### src/rtl/core/gnc_pkg.sv
// ----------------------------------------------------------------------------
// gnc_pkg
// Shared types and constants of the grid neighbor count block.
// ----------------------------------------------------------------------------
package gnc_pkg;

  localparam int MAX_WIDTH  = 1024;
  localparam int MAX_HEIGHT = 1024;

  localparam int COL_W   = $clog2(MAX_WIDTH);
  localparam int EW_W    = $clog2(MAX_WIDTH + 1);
  localparam int EH_W    = $clog2(MAX_HEIGHT + 1);
  // The row position runs one past the last row plus one while the lag drains.
  localparam int ROW_W   = $clog2(MAX_HEIGHT + 2);
  localparam int CFG_W   = 11;
  localparam int LIMIT_W = 4;
  localparam int COUNT_W = 4;
  localparam int TOTAL_W = 21;
  localparam int IDX_W   = 2;
  localparam int LINE_W  = 2;

  localparam logic [TOTAL_W-1:0] TOTAL_MAX = '1;

  localparam logic [CFG_W-1:0]   WIDTH_RESET  = 11'd1024;
  localparam logic [CFG_W-1:0]   HEIGHT_RESET = 11'd1024;
  localparam logic [LIMIT_W-1:0] LIMIT_RESET  = 4'd4;

  localparam logic [IDX_W-1:0] CFG_GRID_WIDTH     = 2'd0;
  localparam logic [IDX_W-1:0] CFG_GRID_HEIGHT    = 2'd1;
  localparam logic [IDX_W-1:0] CFG_NEIGHBOR_LIMIT = 2'd2;

  localparam logic OP_CELL  = 1'b0;
  localparam logic OP_FLUSH = 1'b1;

  typedef struct packed {
    logic op;
    logic occupied;
  } in_item_t;

  typedef struct packed {
    logic                 center_occupied;
    logic [COUNT_W-1:0]   neighbor_count;
    logic                 marked;
    logic [TOTAL_W-1:0]   marked_total;
    logic                 last;
  } out_item_t;

  // Position-derived control for one beat, handed from the raster tracker
  // to the window evaluator.
  typedef struct packed {
    logic [COL_W-1:0] col;
    logic             v;
    logic             emit;
    logic             r_ge1;
    logic             r_ge2;
    logic             left_zero;
    logic             right_zero;
    logic             last;
  } pos_info_t;

endpackage

### src/rtl/core/gnc_line_ram.sv
// ----------------------------------------------------------------------------
// gnc_line_ram
// Two line buffers in one synchronous RAM: bit 0 holds the row above,
// bit 1 the row two above. One write and one registered read per cycle.
// ----------------------------------------------------------------------------
module gnc_line_ram
  import gnc_pkg::*;
(
  input  logic              clk,
  input  logic              we,
  input  logic [COL_W-1:0]  waddr,
  input  logic [LINE_W-1:0] wdata,
  input  logic              re,
  input  logic [COL_W-1:0]  raddr,
  output logic [LINE_W-1:0] rdata
);

  logic [LINE_W-1:0] mem [MAX_WIDTH];
  logic [LINE_W-1:0] rdata_r;

  always_ff @(posedge clk) begin
    if (we) begin
      mem[waddr] <= wdata;
    end
  end

  always_ff @(posedge clk) begin
    if (re) begin
      rdata_r <= mem[raddr];
    end
  end

  assign rdata = rdata_r;

endmodule

### src/rtl/core/gnc_raster.sv
// ----------------------------------------------------------------------------
// gnc_raster
// Column and row tracker. Derives the per-beat masking, edge and emit
// flags from the current raster position.
// ----------------------------------------------------------------------------
module gnc_raster
  import gnc_pkg::*;
(
  input  logic            clk,
  input  logic            rst_n,
  input  logic            advance,
  input  logic            restart,
  input  logic [EW_W-1:0] w_eff,
  input  logic [EH_W-1:0] h_eff,
  input  in_item_t        item,
  output pos_info_t       info
);

  logic [COL_W-1:0] c_r, c_nxt;
  logic [ROW_W-1:0] r_r, r_nxt;
  logic [COL_W:0]   c_inc;
  logic [ROW_W-1:0] h_row;

  assign c_inc = {1'b0, c_r} + (COL_W + 1)'(1);
  assign h_row = ROW_W'(h_eff);

  always_comb begin
    info.col        = c_r;
    info.v          = (item.op == OP_CELL) && item.occupied && (r_r < h_row);
    info.r_ge1      = (r_r >= ROW_W'(1));
    info.r_ge2      = (r_r >= ROW_W'(2));
    info.emit       = (c_r == '0) ? info.r_ge2 : info.r_ge1;
    // At column zero the evaluated center is the last column of the row above.
    info.right_zero = (c_r == '0);
    info.left_zero  = (c_r == '0) ? (w_eff == EW_W'(1)) : (c_r == COL_W'(1));
    info.last       = (c_r == '0) && (r_r == h_row + ROW_W'(1));
  end

  always_comb begin
    c_nxt = c_r;
    r_nxt = r_r;
    if (restart || (advance && info.last)) begin
      c_nxt = '0;
      r_nxt = '0;
    end else if (advance) begin
      if (c_inc >= (COL_W + 1)'(w_eff)) begin
        c_nxt = '0;
        r_nxt = r_r + ROW_W'(1);
      end else begin
        c_nxt = c_inc[COL_W-1:0];
      end
    end
  end

  always_ff @(posedge clk) begin
    if (!rst_n) begin
      c_r <= '0;
      r_r <= '0;
    end else begin
      c_r <= c_nxt;
      r_r <= r_nxt;
    end
  end

endmodule

### src/rtl/core/gnc_window.sv
// ----------------------------------------------------------------------------
// gnc_window
// 3x3 window evaluator: builds the new column from the line buffer data,
// counts the neighbors of the center and keeps the running total.
// ----------------------------------------------------------------------------
module gnc_window
  import gnc_pkg::*;
(
  input  logic               clk,
  input  logic               rst_n,
  input  logic               go,
  input  logic               restart,
  input  pos_info_t          info,
  input  logic [LINE_W-1:0]  line_rd,
  input  logic [LIMIT_W-1:0] limit,
  output logic [LINE_W-1:0]  line_wr,
  output out_item_t          result
);

  // Column bits: 0 top, 1 middle, 2 bottom.
  logic [2:0]         win1_r, win1_nxt;
  logic [2:0]         win2_r, win2_nxt;
  logic [TOTAL_W-1:0] total_r, total_nxt;
  logic [2:0]         newcol, left, right;
  logic [COUNT_W-1:0] count;
  logic               mark;
  logic [TOTAL_W-1:0] total_upd;

  assign newcol  = {info.v, info.r_ge1 & line_rd[0], info.r_ge2 & line_rd[1]};
  // The row above moves down to become the row two above.
  assign line_wr = {line_rd[0], info.v};

  assign left  = info.left_zero  ? 3'b000 : win1_r;
  assign right = info.right_zero ? 3'b000 : newcol;

  always_comb begin
    count = COUNT_W'(left[0]) + COUNT_W'(left[1]) + COUNT_W'(left[2])
          + COUNT_W'(right[0]) + COUNT_W'(right[1]) + COUNT_W'(right[2])
          + COUNT_W'(win2_r[0]) + COUNT_W'(win2_r[2]);
    mark      = win2_r[1] && (count < limit);
    total_upd = (mark && (total_r != TOTAL_MAX)) ? total_r + TOTAL_W'(1) : total_r;
  end

  always_comb begin
    result.center_occupied = win2_r[1];
    result.neighbor_count  = count;
    result.marked          = mark;
    result.marked_total    = total_upd;
    result.last            = info.last;
  end

  always_comb begin
    win1_nxt  = win1_r;
    win2_nxt  = win2_r;
    total_nxt = total_r;
    if (restart || (go && info.emit && info.last)) begin
      win1_nxt  = '0;
      win2_nxt  = '0;
      total_nxt = '0;
    end else if (go) begin
      win1_nxt = win2_r;
      win2_nxt = newcol;
      if (info.emit) begin
        total_nxt = total_upd;
      end
    end
  end

  always_ff @(posedge clk) begin
    if (!rst_n) begin
      win1_r  <= '0;
      win2_r  <= '0;
      total_r <= '0;
    end else begin
      win1_r  <= win1_nxt;
      win2_r  <= win2_nxt;
      total_r <= total_nxt;
    end
  end

endmodule

### src/rtl/core/grid_neighbor_count_threshold_core.sv
// A result is computed in stage 1 and held in the output register; the beat that
// completes its window arrives grid_width+1 beats after the center cell itself.
// Throughput: one beat per cycle while no result is blocked in stage 1, set by the line
// RAM read-modify-write at one column per cycle, forwarding when consecutive beats share a column.
// Reset clears positions, window, total and handshake state; the line RAM is not
// cleared, since rows above the grid are masked on read.
// ----------------------------------------------------------------------------
// grid_neighbor_count_threshold_core
// Streaming 3x3 neighbor count with threshold marking and a running total.
// ----------------------------------------------------------------------------
module grid_neighbor_count_threshold_core
  import gnc_pkg::*;
(
  input  logic             clk,
  input  logic             rst_n,
  input  logic             in_valid,
  output logic             in_ready,
  input  in_item_t         in_data,
  output logic             out_valid,
  input  logic             out_ready,
  output out_item_t        out_data,
  input  logic             cfg_wr_en,
  input  logic [IDX_W-1:0] cfg_index,
  input  logic [CFG_W-1:0] cfg_wdata
);

  logic [CFG_W-1:0]   grid_width_r, grid_width_nxt;
  logic [CFG_W-1:0]   grid_height_r, grid_height_nxt;
  logic [LIMIT_W-1:0] limit_r, limit_nxt;
  logic               cfg_hit;
  logic [EW_W-1:0]    w_eff;
  logic [EH_W-1:0]    h_eff;

  logic               accept;
  logic               s1_go;
  logic               s1_valid_r, s1_valid_nxt;
  pos_info_t          s1_info_r;
  pos_info_t          pos_info;
  logic               fwd_hit_r;
  logic [LINE_W-1:0]  fwd_data_r;
  logic [LINE_W-1:0]  ram_rdata;
  logic [LINE_W-1:0]  line_rd;
  logic [LINE_W-1:0]  line_wr;
  out_item_t          result;
  logic               out_valid_r, out_valid_nxt;
  out_item_t          out_r;

  // Configuration registers.
  always_comb begin
    grid_width_nxt  = grid_width_r;
    grid_height_nxt = grid_height_r;
    limit_nxt       = limit_r;
    cfg_hit         = 1'b0;
    if (cfg_wr_en) begin
      case (cfg_index)
        CFG_GRID_WIDTH: begin
          grid_width_nxt = cfg_wdata;
          cfg_hit        = 1'b1;
        end
        CFG_GRID_HEIGHT: begin
          grid_height_nxt = cfg_wdata;
          cfg_hit         = 1'b1;
        end
        CFG_NEIGHBOR_LIMIT: begin
          limit_nxt = cfg_wdata[LIMIT_W-1:0];
          cfg_hit   = 1'b1;
        end
        default: cfg_hit = 1'b0;
      endcase
    end
  end

  always_ff @(posedge clk) begin
    if (!rst_n) begin
      grid_width_r  <= WIDTH_RESET;
      grid_height_r <= HEIGHT_RESET;
      limit_r       <= LIMIT_RESET;
    end else begin
      grid_width_r  <= grid_width_nxt;
      grid_height_r <= grid_height_nxt;
      limit_r       <= limit_nxt;
    end
  end

  // A zero dimension is taken as one, anything above the maximum as the maximum.
  always_comb begin
    if (grid_width_r == '0) begin
      w_eff = EW_W'(1);
    end else if (32'(grid_width_r) > 32'(MAX_WIDTH)) begin
      w_eff = EW_W'(MAX_WIDTH);
    end else begin
      w_eff = EW_W'(grid_width_r);
    end
    if (grid_height_r == '0) begin
      h_eff = EH_W'(1);
    end else if (32'(grid_height_r) > 32'(MAX_HEIGHT)) begin
      h_eff = EH_W'(MAX_HEIGHT);
    end else begin
      h_eff = EH_W'(grid_height_r);
    end
  end

  // Handshake. Beats that produce no result pass stage 1 even when the
  // output register is blocked.
  assign s1_go    = s1_valid_r && (!s1_info_r.emit || !out_valid_r || out_ready);
  assign in_ready = !s1_valid_r || s1_go;
  assign accept   = in_valid && in_ready;

  assign s1_valid_nxt  = accept ? 1'b1 : (s1_go ? 1'b0 : s1_valid_r);
  assign out_valid_nxt = (s1_go && s1_info_r.emit) ? 1'b1 :
                         (out_ready ? 1'b0 : out_valid_r);

  gnc_raster u_raster (
    .clk     (clk),
    .rst_n   (rst_n),
    .advance (accept),
    .restart (cfg_hit),
    .w_eff   (w_eff),
    .h_eff   (h_eff),
    .item    (in_data),
    .info    (pos_info)
  );

  gnc_line_ram u_line_ram (
    .clk   (clk),
    .we    (s1_go),
    .waddr (s1_info_r.col),
    .wdata (line_wr),
    .re    (accept),
    .raddr (pos_info.col),
    .rdata (ram_rdata)
  );

  // The RAM returns old data when the beat in stage 1 writes the column
  // being read in the same cycle, so that write is forwarded.
  always_ff @(posedge clk) begin
    if (accept) begin
      fwd_data_r <= line_wr;
    end
  end

  always_ff @(posedge clk) begin
    if (!rst_n) begin
      fwd_hit_r <= 1'b0;
    end else if (accept) begin
      fwd_hit_r <= s1_go && (s1_info_r.col == pos_info.col);
    end
  end

  assign line_rd = fwd_hit_r ? fwd_data_r : ram_rdata;

  gnc_window u_window (
    .clk     (clk),
    .rst_n   (rst_n),
    .go      (s1_go),
    .restart (cfg_hit),
    .info    (s1_info_r),
    .line_rd (line_rd),
    .limit   (limit_r),
    .line_wr (line_wr),
    .result  (result)
  );

  always_ff @(posedge clk) begin
    if (accept) begin
      s1_info_r <= pos_info;
    end
    if (s1_go && s1_info_r.emit) begin
      out_r <= result;
    end
  end

  always_ff @(posedge clk) begin
    if (!rst_n) begin
      s1_valid_r  <= 1'b0;
      out_valid_r <= 1'b0;
    end else begin
      s1_valid_r  <= s1_valid_nxt;
      out_valid_r <= out_valid_nxt;
    end
  end

  assign out_valid = out_valid_r;
  assign out_data  = out_r;

`ifndef SYNTHESIS
  a_s1_hold: assert property (@(posedge clk) disable iff (!rst_n)
    s1_valid_r && !s1_go |=> s1_valid_r && $stable(s1_info_r))
    else $error("stage 1 beat lost or changed while stalled");

  a_no_overrun: assert property (@(posedge clk) disable iff (!rst_n)
    s1_valid_r && s1_info_r.emit && out_valid_r && !out_ready |-> !in_ready)
    else $error("input accepted while a result is blocked in stage 1");

  a_col_range: assert property (@(posedge clk) disable iff (!rst_n)
    32'(pos_info.col) < 32'(w_eff))
    else $error("column position outside the grid width");

  a_count_range: assert property (@(posedge clk) disable iff (!rst_n)
    out_valid_r |-> out_r.neighbor_count <= COUNT_W'(8))
    else $error("neighbor count above eight");

  a_mark_center: assert property (@(posedge clk) disable iff (!rst_n)
    out_valid_r && out_r.marked |-> out_r.center_occupied)
    else $error("empty center marked");
`endif

endmodule

### config.mk
export PLATFORM = sky130hd
export DESIGN_NAME = grid_neighbor_count_threshold_core
export DESIGN_NICKNAME = d
export VERILOG_FILES = /design/src/rtl/core/gnc_pkg.sv /design/src/rtl/core/gnc_line_ram.sv /design/src/rtl/core/gnc_raster.sv /design/src/rtl/core/gnc_window.sv /design/src/rtl/core/grid_neighbor_count_threshold_core.sv
export SDC_FILE = /design/constraint.sdc
export NUM_CORES = 2
export LEC_CHECK = 0
export BUFFER_PORTS_ARGS = -buffer_cell sky130_fd_sc_hd__buf_2
export CORE_UTILIZATION = 45
export DETAILED_ROUTE_END_ITERATION = 7
export SLEW_MARGIN = 40
export SYNTH_ARGS = -nofsm -noshare
export SYNTH_HDL_FRONTEND = slang
export SYNTH_SLANG_ARGS = --single-unit
### constraint.sdc
create_clock -name clk -period 16.5 [get_ports clk]
set_input_delay 0.825 -clock clk [delete_from_list [all_inputs] [get_ports clk]]
set_output_delay 0.825 -clock clk [all_outputs]
set_load 0.05 [all_outputs]
Word level (Yosys, flattened, before mapping)
Memory sizes are Yosys's and may differ from the RTL's. A register that Yosys moved wholly into a read port is not among the register bits.
Cells that the tools add are included.
{"block": "totals", "out_inout_bits": 30, "ram_bits": 2048, "ff_bits": 124, "in_bits": 20, "memories": 1, "elab_cells": 107}
{"block": "classes", "n_eq_ne": 7, "n_bitwise": 4, "n_mux": 19, "addsub": 11, "n_reduce_logical": 33, "magnitude_cmp": 7}
{"name": "u_line_ram.mem", "depth": 1024, "width": 2, "read_ports": 1, "rd_clocked_by_memory_dff": 1, "write_ports": 1, "line": "gnc_line_ram.sv:18", "text": "logic [LINE_W-1:0] mem [MAX_WIDTH];"}
{"cell": "$mux 11", "n": 4}
{"cell": "$add 4x1->4", "n": 6}
{"cell": "$add 11x1->11 const B", "n": 2}
{"cell": "$gt 11x11->1 const B", "n": 2}
{"cell": "$logic_not 11->1", "n": 2}
{"cell": "$add 21x1->21 const B", "n": 1}
{"cell": "$mux 21", "n": 1}
{"cell": "$ne 21x21->1 const B", "n": 1}
{"cell": "$add 10x1->11 const B", "n": 1}
{"cell": "$eq 11x1->1 const B", "n": 1}
{"cell": "$eq 11x11->1", "n": 1}
{"cell": "$ge 11x1->1 const B", "n": 1}
{"cell": "$ge 11x11->1", "n": 1}
{"cell": "$ge 11x2->1 const B", "n": 1}
{"cell": "$logic_and 1x1->1", "n": 11}
{"cell": "$lt 11x11->1", "n": 1}
{"cell": "$eq 10x1->1 const B", "n": 1}
{"cell": "$eq 10x10->1", "n": 1}
{"cell": "$logic_not 10->1", "n": 1}
{"cell": "$mux 1", "n": 10}
{"cell": "$mux 10", "n": 1}
{"cell": "$reduce_and 2->1", "n": 5}
{"cell": "$mux 3", "n": 2}
{"cell": "$logic_or 1x1->1", "n": 5}
{"cell": "12 further kinds", "n": 18}

Longest topological paths before layout
{"block": "depth", "ltp_word": 12, "mapped_depth": 22, "ltp_nobuf": 20}

By module
Synthesis repeated with hierarchy kept, for this count alone.
{"block": "hier_totals", "cells_unflattened": 5549, "hier_area_um2": 90939.7}
{"mod": "gnc_line_ram", "seq_area_each_um2": 61559.0, "area_each_um2": 83777.8, "cells_per_inst": 4793, "instances": 1}
{"mod": "grid_neighbor_count_threshold_core", "seq_area_each_um2": 1991.9, "area_each_um2": 2885.3, "cells_per_inst": 201, "instances": 1}
{"mod": "gnc_raster", "seq_area_each_um2": 420.4, "area_each_um2": 2244.7, "cells_per_inst": 304, "instances": 1}
{"mod": "gnc_window", "seq_area_each_um2": 540.5, "area_each_um2": 2031.9, "cells_per_inst": 251, "instances": 1}

Least setup slack after synthesis
Ideal clock, no wire load.
{"block": "synth_timing", "kind": "reg2reg", "start": "register s1_info_r[6] (netlist name)", "end": "register u_window.total_r[12]", "arrival_time_ps": 17582, "stages_incl_launch_ff": 19, "setup_slack_ps": -1153, "synth_period_minus_slack_ps": 17653, "path_buffers": 1, "setup_ps": 71, "required_time_ps": 16429, "cell_sequence": "edfxtp_1 -> nand2b_1 -> fa_1 -> inv_1 -> fa_1 -> inv_1 -> fa_1 -> fa_1 -> inv_1 -> ha_1 -> a21boi_0 -> o21a_1 -> o21ai_0 -> nand3b_1 -> or3_1 -> or3_1 -> clkbuf_1 -> or3_1 -> a21oi_1"}
{"element": "from (decl)", "line": "grid_neighbor_count_threshold_core.sv:37", "text": "pos_info_t s1_info_r;"}
{"element": "from (signal assigned)", "line": "grid_neighbor_count_threshold_core.sv:166", "text": "s1_info_r <= pos_info;"}
{"element": "to (signal assigned)", "line": "gnc_window.sv:77", "text": "total_r <= total_nxt;"}
{"element": "to (decl)", "line": "gnc_window.sv:23", "text": "logic [TOTAL_W-1:0] total_r, total_nxt;"}

==> results_dict.tcl <==
set metrics [dict create \
    cts-root-buf "clkbuf_16" \
    max_freq_mhz 175.3 \
    path_clk_slew_ns 0.06 \
    yosysWarningCount 0 \
    setup.worst_path.start_class "flop" \
    post_dp_cell_area_um2 93160 \
    synth_ff_type "edfxtp_1" \
    ys_seq_area_share_pct 71.69 \
    vias 51140 \
    grt_pass1_vias 50330 \
    finalPower_mw 11.35 \
    final_antenna_net_count 0 \
    die-area_um2 201800 \
    final_nets 5533 \
    synthTopCellsByArea "edfxtp_1, mux4_2, nor2_1" \
    synth.most_common_cell "edfxtp_1" \
    arrival_ns 6.32 \
    maxSlewViolCount 0 \
    htreeDepth 4 \
    grt_pass1_wl_um 369400 \
    cp_max_fo 54 \
    std_cell_rows 163 \
    drive_above_1_share_pct 19.14 \
    synthTopCellsByCount "edfxtp_1, nor2_1, mux4_2, nand2_1, clkbuf_1" \
    crit_required_ns 17.12 \
    hp-class "primary input to flop" \
    fin_area_um2 100200 \
    clock_sinks 2174 \
    cts_tree "yes" \
    synth_nets 5543 \
    rsz0062_at_grt "no" \
    grt_remaining_overflow 0 \
    wire_per_inst_um 31.49 \
    firstDrtPassIters 6 \
    drtIter0Drc 7124 \
    syn_area_per_cell_um2 16.41 \
    synth_area_um2 89980 \
    postCtsSetupBuffers 0 \
    setup_viol 0 \
    syn_inst 5484 \
    fin_crit_sh_pct 34.57 \
    tightest_slew_ns 0.9510 \
    areaGrowthSynthToFinish_pct 11.37 \
    gp_congestion 0.8488 \
    synth_edf_count 2097 \
    async_flop_share_pct 0 \
    vias_per_cell 6.161 \
    fill_cells 16160 \
    synth_top_area_share_pct 69.98 \
    die_x_um 449.2 \
    hold_viol_final 0 \
    finClkSkew_ns 0.03834 \
    ys_types 80 \
    ir_drop_mv 0.1072 \
    yosys.area.top_type "edfxtp_1" \
    core_area_um2 198000 \
    grt_antenna_before_repair 15 \
    ioPinCount 50 \
    drt_wl_total_um 261400 \
    dieHeight_um 449.2 \
    hold_buffers 0 \
    cts.path.max_buffers 3 \
    cp-end-kind "flop" \
    clk_latency_ns 0.87 \
    cts_buffers 214 \
    criticalPathCategory "flop to flop" \
    grt_util_all_layers_pct 25.61 \
    drc 0 \
    dp_hpwl_um 148200 \
    cts-resized-gates 0 \
    timing.hold.ws_ns 0.2187 \
    outcome "finished clean" \
    power_density_nw_per_um2 113.2 \
    slew_headroom_pct 36.52 \
    leakagePower_nw 30.15 \
    min_period_ns 5.704 \
    start_util_pct 45.44 \
    cap_violations 0 \
    grt_max_degree 220 \
    ys_seq_elements 2174 \
    port_buffers 49 \
]
==> worst paths after layout <==
check,start,endpoint,slack [ns],cells after the start
setup / recovery,u_raster.c_r[0],u_line_ram.rdata[0],10.80,12
hold / removal,cfg_wdata[9],grid_height_r[9],0.22,3
setup reg to reg,u_raster.c_r[0],u_line_ram.rdata[0],10.80,12
hold reg to reg,u_window.win1_r[0],u_window.win1_r[0],0.46,2
==> layout make-up <==
type	count	area [um^2]	share of cell area [%]
Inverter	38	150.1	0.1498
Clock buffer	256	5607	5.595
Tap cell	2640	3303	3.296
Clock inverter	140	1262	1.260
Sequential cell	2174	64530	64.40
Antenna cell	7	17.52	0.01748
Multi-Input combinational cell	2845	23630	23.58
Timing Repair Buffer	201	1710	1.707
==> power breakdown <==
| part | total (mW) | internal, mW | switching [mW] |
|---|---|---|---|
| combinational | 0.412 | 0.141 | 0.271 |
| sequential | 6.08 | 6.07 | 0.0116 |
| clock | 4.85 | 2.73 | 2.12 |
| total | 11.3 | 8.95 | 2.40 |
==> logic make-up (layout without fill, tap and decap cells) <==
group	count (synthesis)	in the layout	synth area share (%)
muxes	643	643	13.74
xor gates and xnor gates	74	74	0.7370
buffers and inverters	465	635	2.393
adders and majority gates	39	39	0.5757
AOI/OAI and AO/OA	435	435	3.347
DFF	2174	2174	71.69
and+or+nand+nor	1654	1654	7.511
other	0	7	0
==> per-stage QoR <==
stage	util, %	setup slack, ns	setup TNS (ns)	instances
3_5_place_dp	47.05	10.53	0	7893
4_1_cts	50.51	10.49	0	8289
2_1_floorplan	-	-0.6938	-14.25	5484
5_1_grt	50.60	10.50	0	8295
6_report	50.60	10.80	0	8301
3_3_place_gp	46.91	10.70	0	7889
==> flip-flops by register name, indices dropped and copies added, names as in the netlist, 2 cells and up <==
signal	cells
u_window.total_r	21
u_raster.c_r	10
fwd_data_r	2
limit_r	4
u_line_ram.mem	2048
s1_info_r	17
u_window.win1_r	3
grid_height_r	11
grid_width_r	11
u_raster.r_r	11
u_window.win2_r	3
u_line_ram.rdata	2
out_data	28
==> placed cells by master, fill, tap and decap left out, types with 53 or more instances in the layout <==
cell type,netlist,final
edfxtp_1,2097,2097
buf_4,26,113
dfxtp_1,77,70
a22oi_1,68,68
clkinv_1,4,55
nand3_1,53,53
mux2i_1,158,158
nor2_1,1141,1132
a21oi_1,91,91
clkbuf_16,0,217
mux4_2,450,450
nand2_1,272,227
==> critical path: stages, from the launching register on <==
cell and delay (ns):
dfxtp_4 0.67, buf_4 0.70, buf_6 0.60, buf_12 0.47, buf_16 0.39, mux4_2 0.57, a22o_1 0.27, o21ai_0 0.44
and3_1 0.25, nor3_1 0.07, a311oi_1 0.46, a211oi_1 0.19, a31o_1 0.25
==> routing by layer <==
layer  routed length, um  global-route usage, %  part of all wire, %
met1              101600                  35.05                   39
met3               27190                  5.828                   10
met2              122000                  40.16                   47
met5                 103                      0                0.039
met4               10490                  9.530                  4.0
Note: power is estimated with default switching activity, not from simulation.
